[src/rtl/keyed_record_table_with_compaction_unit_assert.svh]
// Assertion macros for the keyed record table, empty under synthesis.
`ifndef KEYED_RECORD_TABLE_WITH_COMPACTION_UNIT_ASSERT_SVH
`define KEYED_RECORD_TABLE_WITH_COMPACTION_UNIT_ASSERT_SVH
`ifndef SYNTHESIS
// Same-cycle implication.
`define KTC_ASSERT_IMPL(name, clk, rst, ante, cons) \
  name: assert property (@(posedge clk) disable iff (rst) (ante) |-> (cons)) \
    else $error("ktc: assertion failed");
// Next-cycle implication.
`define KTC_ASSERT_NEXT(name, clk, rst, ante, cons) \
  name: assert property (@(posedge clk) disable iff (rst) (ante) |=> (cons)) \
    else $error("ktc: assertion failed");
`else
`define KTC_ASSERT_IMPL(name, clk, rst, ante, cons)
`define KTC_ASSERT_NEXT(name, clk, rst, ante, cons)
`endif
`endif

[src/rtl/ktc_pkg.sv]
// Shared constants, codes and types of the keyed record table.
package ktc_pkg;

  localparam int CAPACITY = 64;
  localparam int IDX_W    = (CAPACITY > 1) ? $clog2(CAPACITY) : 1;
  localparam int CNT_W    = $clog2(CAPACITY + 1);

  localparam int KEY_W    = 32;
  localparam int PAY_W    = 64;
  localparam int SLOT_W   = 6;
  localparam int STATUS_W = 3;
  localparam int HIT_W    = 6;
  localparam int CMP_W    = 7;
  localparam int FILL_W   = 7;

  typedef enum logic [1:0] {
    OP_ADD    = 2'd0,
    OP_FIND   = 2'd1,
    OP_REMOVE = 2'd2,
    OP_GET    = 2'd3
  } op_t;

  typedef enum logic [STATUS_W-1:0] {
    ST_OK     = 3'd0,
    ST_FULL   = 3'd1,
    ST_DUP    = 3'd2,
    ST_MISS   = 3'd3,
    ST_BOUNDS = 3'd4
  } status_t;

  typedef enum logic [1:0] {
    S_IDLE,
    S_RUN,
    S_DONE
  } state_t;

  // Ring control from the sequencer to the cell chain.
  typedef struct packed {
    logic shift;    // every cell loads from its neighbor
    logic compact;  // tail cell holds, next-to-tail wraps from the head
    logic append;   // tail cell loads the new record
  } ring_ctl_t;

endpackage

[src/rtl/keyed_record_table_with_compaction_unit.sv]
// Top level of the keyed record table: a rotating chain of record cells and its sequencer.
//
//  channel | direction | handshake             | payload
//  --------+-----------+-----------------------+------------------------------------------
//  in      | input     | in_valid / in_ready   | func, key, payload, slot
//  out     | output    | out_valid / out_ready | status, hit_index, compare_count,
//          |           |                       | entry_key, entry_payload, fill_level
//
// Each item is accepted in S_IDLE, makes one full rotation of the cell chain past the head
// comparator in S_RUN, and has its result registered in S_DONE.
// The rotation length is set by the chain: every record passes the head cell once.
// Reset clears the state, step, hit flag, entry count and out_valid; the cells need no clearing pass.
// A result stalled on out_ready holds the sequencer in its result cycle; the input side
// takes the next item as soon as the result is registered.
module keyed_record_table_with_compaction_unit (
  input  logic                                clk,
  input  logic                                rst,
  input  logic                                in_valid,
  output logic                                in_ready,
  input  logic [1:0]                          func,
  input  logic signed [ktc_pkg::KEY_W-1:0]    key,
  input  logic [ktc_pkg::PAY_W-1:0]           payload,
  input  logic [ktc_pkg::SLOT_W-1:0]          slot,
  output logic                                out_valid,
  input  logic                                out_ready,
  output logic [ktc_pkg::STATUS_W-1:0]        status,
  output logic [ktc_pkg::HIT_W-1:0]           hit_index,
  output logic [ktc_pkg::CMP_W-1:0]           compare_count,
  output logic signed [ktc_pkg::KEY_W-1:0]    entry_key,
  output logic [ktc_pkg::PAY_W-1:0]           entry_payload,
  output logic [ktc_pkg::FILL_W-1:0]          fill_level
);

  localparam int N = ktc_pkg::CAPACITY;

  ktc_pkg::ring_ctl_t             ring;
  logic [ktc_pkg::KEY_W-1:0]      req_key;
  logic [ktc_pkg::PAY_W-1:0]      req_payload;
  logic [ktc_pkg::KEY_W-1:0]      ekey;
  logic [ktc_pkg::KEY_W-1:0]      cell_key  [N];
  logic [ktc_pkg::PAY_W-1:0]      cell_pay  [N];
  logic [ktc_pkg::KEY_W-1:0]      d_key     [N];
  logic [ktc_pkg::PAY_W-1:0]      d_pay     [N];

  assign entry_key = ekey;

  // Sequencer
  ktc_ctrl u_ctrl (
    .clk           (clk),
    .rst           (rst),
    .in_valid      (in_valid),
    .in_ready      (in_ready),
    .func          (func),
    .key           (key),
    .payload       (payload),
    .slot          (slot),
    .out_valid     (out_valid),
    .out_ready     (out_ready),
    .status        (status),
    .hit_index     (hit_index),
    .compare_count (compare_count),
    .entry_key     (ekey),
    .entry_payload (entry_payload),
    .fill_level    (fill_level),
    .head_key      (cell_key[0]),
    .head_payload  (cell_pay[0]),
    .ring          (ring),
    .req_key       (req_key),
    .req_payload   (req_payload)
  );

  // Cell chain: each cell takes its upper neighbor, the tail takes the head
  for (genvar i = 0; i < N; i++) begin : g_cell
    if (i == N - 1) begin : g_tail
      // Tail: append the new record, hold while compacting, else wrap the head
      assign d_key[i] = ring.append  ? req_key     :
                        ring.compact ? cell_key[i] : cell_key[0];
      assign d_pay[i] = ring.append  ? req_payload :
                        ring.compact ? cell_pay[i] : cell_pay[0];
    end else if (i == N - 2) begin : g_wrap
      // Next to tail: close the shortened ring while compacting
      assign d_key[i] = ring.compact ? cell_key[0] : cell_key[i+1];
      assign d_pay[i] = ring.compact ? cell_pay[0] : cell_pay[i+1];
    end else begin : g_body
      assign d_key[i] = cell_key[i+1];
      assign d_pay[i] = cell_pay[i+1];
    end

    ktc_cell u_cell (
      .clk       (clk),
      .shift     (ring.shift),
      .d_key     (d_key[i]),
      .d_payload (d_pay[i]),
      .q_key     (cell_key[i]),
      .q_payload (cell_pay[i])
    );
  end

endmodule

[src/rtl/ktc_cell.sv]
// One table cell: a record register that loads from its neighbor on shift.
module ktc_cell (
  input  logic                      clk,
  input  logic                      shift,
  input  logic [ktc_pkg::KEY_W-1:0] d_key,
  input  logic [ktc_pkg::PAY_W-1:0] d_payload,
  output logic [ktc_pkg::KEY_W-1:0] q_key,
  output logic [ktc_pkg::PAY_W-1:0] q_payload
);

  // Load the record handed over by the neighbor
  always_ff @(posedge clk) begin
    if (shift) begin
      q_key     <= d_key;
      q_payload <= d_payload;
    end
  end

endmodule

[src/rtl/ktc_ctrl.sv]
// Sequencer: runs one ring rotation per item, compares at the head, builds results.
`include "keyed_record_table_with_compaction_unit_assert.svh"

module ktc_ctrl (
  input  logic                         clk,
  input  logic                         rst,
  input  logic                         in_valid,
  output logic                         in_ready,
  input  logic [1:0]                   func,
  input  logic [ktc_pkg::KEY_W-1:0]    key,
  input  logic [ktc_pkg::PAY_W-1:0]    payload,
  input  logic [ktc_pkg::SLOT_W-1:0]   slot,
  output logic                         out_valid,
  input  logic                         out_ready,
  output logic [ktc_pkg::STATUS_W-1:0] status,
  output logic [ktc_pkg::HIT_W-1:0]    hit_index,
  output logic [ktc_pkg::CMP_W-1:0]    compare_count,
  output logic [ktc_pkg::KEY_W-1:0]    entry_key,
  output logic [ktc_pkg::PAY_W-1:0]    entry_payload,
  output logic [ktc_pkg::FILL_W-1:0]   fill_level,
  input  logic [ktc_pkg::KEY_W-1:0]    head_key,
  input  logic [ktc_pkg::PAY_W-1:0]    head_payload,
  output ktc_pkg::ring_ctl_t           ring,
  output logic [ktc_pkg::KEY_W-1:0]    req_key,
  output logic [ktc_pkg::PAY_W-1:0]    req_payload
);

  ktc_pkg::state_t              state;
  ktc_pkg::state_t              state_next;
  ktc_pkg::op_t                 op;
  logic [ktc_pkg::SLOT_W-1:0]   slot_r;
  logic [ktc_pkg::IDX_W-1:0]    step;
  logic [ktc_pkg::IDX_W-1:0]    hit_pos;
  logic [ktc_pkg::CNT_W-1:0]    count;
  logic [ktc_pkg::CNT_W-1:0]    count_next;
  logic                         found;
  logic [ktc_pkg::KEY_W-1:0]    get_key;
  logic [ktc_pkg::PAY_W-1:0]    get_payload;

  logic                         accept;
  logic                         running;
  logic                         last_step;
  logic                         step_live;
  logic                         head_match;
  logic                         not_full;
  logic                         in_bounds;
  logic                         out_load;
  logic [ktc_pkg::CNT_W-1:0]    hit_cnt;

  ktc_pkg::status_t             res_status;
  logic [ktc_pkg::HIT_W-1:0]    res_hit;
  logic [ktc_pkg::CMP_W-1:0]    res_cmp;
  logic [ktc_pkg::KEY_W-1:0]    res_ekey;
  logic [ktc_pkg::PAY_W-1:0]    res_epay;

  // Handshake and step decode
  assign in_ready   = (state == ktc_pkg::S_IDLE);
  assign accept     = in_valid && in_ready;
  assign running    = (state == ktc_pkg::S_RUN);
  assign last_step  = (step == ktc_pkg::IDX_W'(ktc_pkg::CAPACITY - 1));
  assign step_live  = (ktc_pkg::CNT_W'(step) < count);
  assign head_match = running && step_live && !found && (op != ktc_pkg::OP_GET) &&
                      (head_key == req_key);
  assign not_full   = (count < ktc_pkg::CNT_W'(ktc_pkg::CAPACITY));
  assign in_bounds  = (32'(slot_r) < 32'(count));
  assign out_load   = (state == ktc_pkg::S_DONE) && (!out_valid || out_ready);
  assign hit_cnt    = ktc_pkg::CNT_W'(hit_pos) + ktc_pkg::CNT_W'(1);

  // Drive the ring: rotate while running, compact after a remove hit, append at the fill point
  assign ring.shift   = running;
  assign ring.compact = running && found && (op == ktc_pkg::OP_REMOVE);
  assign ring.append  = running && (op == ktc_pkg::OP_ADD) && !found && not_full &&
                        (ktc_pkg::CNT_W'(step) == count);

  // Next state
  always_comb begin
    state_next = state;
    unique case (state)
      ktc_pkg::S_IDLE: begin
        if (accept) state_next = ktc_pkg::S_RUN;
      end
      ktc_pkg::S_RUN: begin
        if (last_step) state_next = ktc_pkg::S_DONE;
      end
      ktc_pkg::S_DONE: begin
        if (out_load) state_next = ktc_pkg::S_IDLE;
      end
      default: state_next = ktc_pkg::S_IDLE;
    endcase
  end

  // Result of the finished rotation
  always_comb begin
    res_status = ktc_pkg::ST_OK;
    res_hit    = '0;
    res_cmp    = '0;
    res_ekey   = '0;
    res_epay   = '0;
    count_next = count;
    unique case (op)
      ktc_pkg::OP_ADD: begin
        if (!not_full) begin
          res_status = ktc_pkg::ST_FULL;
        end else if (found) begin
          res_status = ktc_pkg::ST_DUP;
        end else begin
          count_next = count + ktc_pkg::CNT_W'(1);
        end
      end
      ktc_pkg::OP_FIND: begin
        if (found) begin
          res_hit = ktc_pkg::HIT_W'(hit_pos);
          res_cmp = ktc_pkg::CMP_W'(hit_cnt);
        end else begin
          res_status = ktc_pkg::ST_MISS;
          res_cmp    = ktc_pkg::CMP_W'(count);
        end
      end
      ktc_pkg::OP_REMOVE: begin
        if (found) begin
          count_next = count - ktc_pkg::CNT_W'(1);
        end else begin
          res_status = ktc_pkg::ST_MISS;
        end
      end
      ktc_pkg::OP_GET: begin
        if (in_bounds) begin
          res_ekey = get_key;
          res_epay = get_payload;
        end else begin
          res_status = ktc_pkg::ST_BOUNDS;
        end
      end
      default: res_status = ktc_pkg::ST_OK;
    endcase
  end

  // State register
  always_ff @(posedge clk) begin
    if (rst) begin
      state <= ktc_pkg::S_IDLE;
    end else begin
      state <= state_next;
    end
  end

  // Control registers: step, hit flag, entry count, output valid
  always_ff @(posedge clk) begin
    if (rst) begin
      step      <= '0;
      found     <= 1'b0;
      count     <= '0;
      out_valid <= 1'b0;
    end else begin
      if (accept) begin
        step  <= '0;
        found <= 1'b0;
      end else if (running) begin
        step <= step + ktc_pkg::IDX_W'(1);
        if (head_match) found <= 1'b1;
      end
      if (out_load) begin
        count     <= count_next;
        out_valid <= 1'b1;
      end else if (out_ready) begin
        out_valid <= 1'b0;
      end
    end
  end

  // Request, capture and output payload registers
  always_ff @(posedge clk) begin
    if (accept) begin
      op          <= ktc_pkg::op_t'(func);
      req_key     <= key;
      req_payload <= payload;
      slot_r      <= slot;
    end
    if (head_match) hit_pos <= step;
    if (running && (32'(step) == 32'(slot_r))) begin
      get_key     <= head_key;
      get_payload <= head_payload;
    end
    if (out_load) begin
      status        <= res_status;
      hit_index     <= res_hit;
      compare_count <= res_cmp;
      entry_key     <= res_ekey;
      entry_payload <= res_epay;
      fill_level    <= ktc_pkg::FILL_W'(count_next);
    end
  end

  `KTC_ASSERT_IMPL(a_count_in_range, clk, rst, 1'b1, count <= ktc_pkg::CNT_W'(ktc_pkg::CAPACITY))
  `KTC_ASSERT_IMPL(a_ring_exclusive, clk, rst, ring.compact, !ring.append)
  `KTC_ASSERT_NEXT(a_accept_starts, clk, rst, accept, running && (step == '0) && !found)
  `KTC_ASSERT_NEXT(a_count_on_load, clk, rst, !out_load, $stable(count))

endmodule

[config.mk]
export PLATFORM = sky130hd
export DESIGN_NAME = keyed_record_table_with_compaction_unit
export DESIGN_NICKNAME = d
export VERILOG_FILES = /design/src/rtl/ktc_pkg.sv /design/src/rtl/keyed_record_table_with_compaction_unit.sv /design/src/rtl/ktc_cell.sv /design/src/rtl/ktc_ctrl.sv
export VERILOG_INCLUDE_DIRS = /design/src /design/src/rtl
export SDC_FILE = /design/constraint.sdc
export NUM_CORES = 2
export LEC_CHECK = 0
export BUFFER_PORTS_ARGS = -buffer_cell sky130_fd_sc_hd__buf_2
export CORE_MARGIN = 2
export CORE_UTILIZATION = 37
export CTS_BUF_LIST = sky130_fd_sc_hd__clkbuf_2
export CTS_CLUSTER_DIAMETER = 120
export CTS_CLUSTER_SIZE = 8
export DETAILED_ROUTE_END_ITERATION = 12
export GPL_TIMING_DRIVEN = 0
export SLEW_MARGIN = 15
export SYNTH_ARGS = -nofsm -noshare
export SYNTH_HDL_FRONTEND = slang
export SYNTH_SLANG_ARGS = --single-unit
[constraint.sdc]
create_clock -name clk -period 198.2 [get_ports clk]
set_clock_uncertainty 0.15 [all_clocks]
set_input_delay 0 -clock clk [delete_from_list [all_inputs] [get_ports clk]]
set_output_delay 0 -clock clk [all_outputs]
set_load 0.05 [all_outputs]
== Word level (Yosys, flattened, before mapping) ==
Cells that the tools add are included.

* Add/subtract/negate cells: 4
* Multiply operators: 0
* Div/mod/pow operators: 0
* Magnitude comparators: 3
* Equal/unequal tests: 14
* Shift operators: 0
* Mux-type cells: 22
* Bitwise gates (word level): 0
* Reductions and logical operators: 26

{| class="wikitable"
|+ Operators with widths
! kind !! number
|-
| $mux W64 || 3
|-
| $mux W32 || 3
|-
| $eq A32 B32 Y1 || 1
|-
| $mux W7 || 4
|-
| $lt A6 B7 Y1 || 2
|-
| $pmux W7 S2 || 1
|-
| $logic_and A1 B1 Y1 || 13
|-
| $mux W2 || 5
|-
| $pmux W3 S3 || 1
|-
| $ne A2 B2 Y1 const B || 4
|-
| $reduce_and A2 Y1 || 4
|-
| $add A6 B1 Y7 const B || 1
|-
| $add A7 B1 Y7 const B || 1
|-
| $eq A6 B7 Y1 || 1
|-
| $lt A7 B7 Y1 const B || 1
|-
| $sub A7 B1 Y7 const B || 1
|-
| $add A6 B1 Y6 const B || 1
|-
| $eq A2 B2 Y1 const B || 3
|-
| $eq A6 B6 Y1 || 1
|-
| $eq A6 B6 Y1 const B || 1
|-
| $mux W3 || 2
|-
| $pmux W2 S3 || 1
|-
| $eq A2 B1 Y1 const B || 2
|-
| $logic_not A2 Y1 || 2
|-
| 7 further kinds || 10
|}

* Bits in registers: 6486
* Latch bits: 0
* RAM bits: 0
* Bits in read-only memories: 0
* Input port bits: 108
* Output and inout bits: 121
* Word-level logic and storage cells: 215
* Memories: 0

== Logic depth before layout (Yosys ltp) ==
* Word-level depth: 7
* Depth in mapped cells: 9
* Mapped depth without buffers: 7

== By module ==
From an unflattened synthesis, not the netlist that was laid out.

* Cells, all modules: 7388
* Area, all modules: 200954.0 µm²

{| class="wikitable"
|+ Modules (own cells, without submodules)
! module !! instances !! cells each !! area an instance (µm²) !! seq. area each (µm²)
|-
| ktc_cell || 64 || 96 || 2882.8 || 2882.8
|-
| ktc_ctrl || 1 || 817 || 12801.0 || 10099.7
|-
| keyed_record_table_with_compaction_unit || 1 || 427 || 3656.0 || 0.0
|}

== Worst setup path before layout ==
No wires, ideal clock.

* Path kind: flip-flop to flip-flop
* From: register u_ctrl.state[1]
* To: register u_ctrl.get_key[0] in the netlist's numbering, enable pin
* Setup time: 4.382 ns
* Arrival: 154.337 ns
* Data required time: 193.668 ns
* Setup slack: 39.330 ns
* Cell stages (with the launch flop): 5
* Path buffers: 0
* Cells stage by stage: dfxtp_1 > nand2b_1 > clkinv_1 > nand4_1 > nor4_1

* Longest elaborated chain between the ends: 2

{| class="wikitable"
|+ Ends and longest elaborated chain
! element !! RTL line !! RTL
|-
| start: declaration || ktc_ctrl.sv:28 || <nowiki>ktc_pkg::state_t state;</nowiki>
|-
| start signal: assignment || ktc_ctrl.sv:141 || <nowiki>state <= ktc_pkg::S_IDLE;</nowiki>
|-
| start signal: assignment || ktc_ctrl.sv:143 || <nowiki>state <= state_next;</nowiki>
|-
| $eq A2 B1 Y1 || ktc_ctrl.sv:59 || <nowiki>assign running = (state == ktc_pkg::S_RUN);</nowiki>
|-
| $logic_and A1 B1 Y1 || ktc_ctrl.sv:180 || <nowiki>if (running && (32'(step) == 32'(slot_r))) begin</nowiki>
|-
| end signal: assignment || ktc_ctrl.sv:181 || <nowiki>get_key <= head_key;</nowiki>
|-
| end: declaration || ktc_ctrl.sv:37 || <nowiki>logic [ktc_pkg::KEY_W-1:0] get_key;</nowiki>
|}

Every way passes these cells.
A chain may end at the register's enable or synchronous reset.

== Final worst setup path ==
* From: register u_ctrl.state[1]
* To: register g_cell[24].u_cell.q_payload[13] in the netlist's numbering, enable pin

* Longest elaborated chain between the ends: 1

{| class="wikitable"
|+ Ends and longest elaborated chain
! element !! RTL line !! RTL
|-
| $eq A2 B1 Y1 || ktc_ctrl.sv:59 ||
|-
| end signal: assignment || ktc_cell.sv:15 || <nowiki>q_payload <= d_payload;</nowiki>
|-
| end: declaration || ktc_cell.sv:8 || <nowiki>output logic [ktc_pkg::PAY_W-1:0] q_payload</nowiki>
|}

Every way passes these cells.

==> impl_metrics.tcl <==
set metrics [dict create \
    area_growth_pct 12.3 \
    coreArea_mm2 0.537 \
    cts_made_buffers 884 \
    yosysSeqAreaShare_pct 97.5 \
    antenna_found_initial 34 \
    postCtsSetupBuffers 0 \
    r2r_setup_slack_ps 191980 \
    totalWireLength_um 302000 \
    syn_nets 7301 \
    min_to "g_cell[9].u_cell.q_key[2]" \
    crit_path_max_fanout 100 \
    syn_area_mm2 0.200 \
    drv_slew 0 \
    synth.most_common_cell "edfxtp_1" \
    rsz0062_at_grt "false" \
    ys_types 52 \
    drt_iter0_drc 6958 \
    root_buffer "clkbuf_2" \
    dp_cells 14700 \
    synthTopCellsByArea "edfxtp_1 (97%), mux2_2 (0.99%), a21oi_1 (0.30%), nand2_1 (0.23%), dfxtp_1 (0.17%)" \
    num_io_pins 229 \
    route.detailed.drc 0 \
    layout.nets 9169 \
    synth_top_family_by_area "multiplexers" \
    cts_tree "yes" \
    slew_headroom_pct 15.3 \
    worstSkewPairLatency_ps 2410 \
    synth_edf_count 6469 \
    setup_viol 0 \
    antenna_left 0 \
    routabilityCongestion 0.753 \
    final_cell_area_mm2 0.224 \
    synth_compound_area_share_pct 0.402 \
    vias 72100 \
    detailedPlace.worstSlack_ps 192160 \
    setup_ws_ps 191980 \
    muxShareOfSynthArea_pct 1.10 \
    n_fill_cell 45500 \
    worstMarginPinSlew_ps 1260 \
    period_share_pct 3.14 \
    drive_gt1_share_pct 17.0 \
    worstHoldStart "g_cell[10].u_cell.q_key[2]" \
    clock-sinks 6486 \
    hold_viol 0 \
    grt_pass1_vias 73500 \
    synth-seq-cells 6486 \
    avgSynthCellArea_um2 27.8 \
    fin_cells 16400 \
    critPathCaptureType "register" \
    powerDensity_mw_per_mm2 10.1 \
    ys.warnings.count 0 \
    hold_depth 0 \
    power_mw 2.26 \
    grt_overflow_total 0 \
    clk_path_buf_depth 4 \
    power.leakage_nw 71.7 \
    port_buffers 228 \
    worst-r2r-cell-count 11 \
    status "finished clean" \
    die_w_um 738 \
    rows 269 \
    wl_per_cell_um 18.4 \
    netlist_top_cells_count "edfxtp_1 (6469), mux2_2 (175), nand2_1 (123)" \
    dp_hpwl_um 157000 \
    synth_top_flop_cell "edfxtp_1" \
    path_clk_slew_ps 180 \
    grt_start_max_net_pins 107 \
    dr.pass1.iters 5 \
    syn_inst 7173 \
    synthAdderAreaFrac_pct 0.125 \
    async_flop_share_pct 0 \
    required_ps 199910 \
    critPathLaunchType "register" \
    grt_use_total_pct 10.7 \
    crit_arrival_ps 7930 \
    fmax_mhz 161 \
    period_needed_ps 6220 \
    reg2reg_from "u_ctrl.state[1]" \
    hp-class "register to register" \
    die-area_mm2 0.545 \
    synthSimpleGateAreaFrac_pct 0.464 \
    initial_utilization_pct 37.2 \
    placed_cell_area_mm2 0.212 \
    crit_type "register to register" \
    synth.largest_area_cell "edfxtp_1" \
    ir_worst_vdd_mv 0.00552 \
    multi_input_area_mm2 0.00472 \
    die_h_um 738 \
    regToRegEndpoint "g_cell[24].u_cell.q_payload[13]" \
    grt_pass1_wl_um 456000 \
    maxCapViolations 0 \
    htree_num_levels 6 \
    vias_per_cell 4.41 \
    yosysTopAreaCellShare_pct 97.3 \
    yosys.area_share.xor_xnor_pct 0.219 \
    regArea_mm2 0.195 \
]
## per-layer routing
layer	GRT usage, %	part of all wire, %
met1	15.9	47
met2	15.5	44
met3	2.61	5.9
met4	3.95	2.8
met5	0	0
## through the flow
step | setup TNS, ps | utilization [%] | hold slack (ps)
6_report | 0 | 41.8 | 54.6
5_1_grt | 0 | 41.8 | 70.8
4_1_cts | 0 | 41.7 | 19.2
3_5_place_dp | 0 | 39.6 | 28.1
3_3_place_gp | -9221710 | 39.1 | 31.2
2_1_floorplan | 0 | - | -80.9
## cell families (layout without fill, tap and decap cells)
| kind of cell | after synthesis | count (layout) |
|---|---|---|
| AND/OR/NAND/NOR | 198 | 198 |
| AO/OA/AOI/OAI | 146 | 146 |
| other | 0 | 36 |
| adder cells (fa/ha/maj) | 20 | 20 |
| multiplexers | 196 | 196 |
| XOR/XNOR | 50 | 50 |
| buffers and inverters | 77 | 2048 |
| flip-flops | 6486 | 6486 |
## state kept, by name (all words and copies together) (netlist names)
register and count:
g_cell.u_cell.q_payload 4096, g_cell.u_cell.q_key 2048, u_ctrl.entry_payload 64, u_ctrl.get_payload 64, u_ctrl.req_payload 64, u_ctrl.entry_key 32
u_ctrl.get_key 32, u_ctrl.req_key 32, u_ctrl.compare_count 7, u_ctrl.count 7, u_ctrl.fill_level 7, u_ctrl.hit_index 6
u_ctrl.hit_pos 6, u_ctrl.slot_r 6, u_ctrl.step 6, u_ctrl.status 3, u_ctrl.op 2, u_ctrl.state 2
u_ctrl.found 1, u_ctrl.out_valid 1
## worst max path at each step
| stage | startpoint | end | slack, ps | cells after the start |
|---|---|---|---|---|
| after floorplan | u_ctrl.state[1] | u_ctrl.get_key[0] | 39330 | 4 |
| after global placement | u_ctrl.state[1] | u_ctrl.get_payload[34] | -68230 | 4 |
| after detailed placement | u_ctrl.state[1] | g_cell[36].u_cell.q_payload[17] | 192160 | 11 |
| after CTS | u_ctrl.state[1] | g_cell[24].u_cell.q_payload[13] | 191920 | 11 |
| after global routing | u_ctrl.state[1] | g_cell[24].u_cell.q_payload[13] | 191520 | 11 |
| final | u_ctrl.state[1] | g_cell[24].u_cell.q_payload[13] | 191980 | 11 |
## cell usage in the layout (no fill, tap or decap), drive strengths merged, types with 24 or more instances in the layout
| cell | instances |
|---|---|
| dlygate4sd3 | 643 |
| clkbuf | 959 |
| inv | 40 |
| clkinv | 25 |
| xor2 | 24 |
| a21oi | 118 |
| xnor2 | 26 |
| nand2 | 123 |
| mux2 | 192 |
| buf | 366 |
| edfxtp | 6469 |
| diode | 36 |
## area by class of cell
cell class	count	share of cell area [%]
antenna	36	0.0402
buffer	61	0.143
clock buffer	925	2.06
clock inverter	64	0.323
inverter	16	0.0324
multi-input combinational	610	2.10
sequential	6486	86.8
tap	7181	4.01
timing repair buffer	982	4.49
## critical path, cell delays in order (launching register included)
cell and delay [ps]:
dfxtp_1 380, nand2b_1 310, clkinv_4 610, buf_16 440, buf_16 390, buf_16 410
buf_16 380, buf_16 400, buf_16 410, buf_16 420, buf_16 410, buf_16 380
## where the power goes
part,internal (mW),switching (mW)
combinational,0.0194,0.0483
clock,0.135,0.423
sequential,1.61,0.0236
total,1.76,0.495
## timing repair
action	4_1_cts	5_1_grt
resized for setup	0	0
hold buffers	643	0
hold endpoints to repair	344	0
Power figures use the tool's default switching activity.
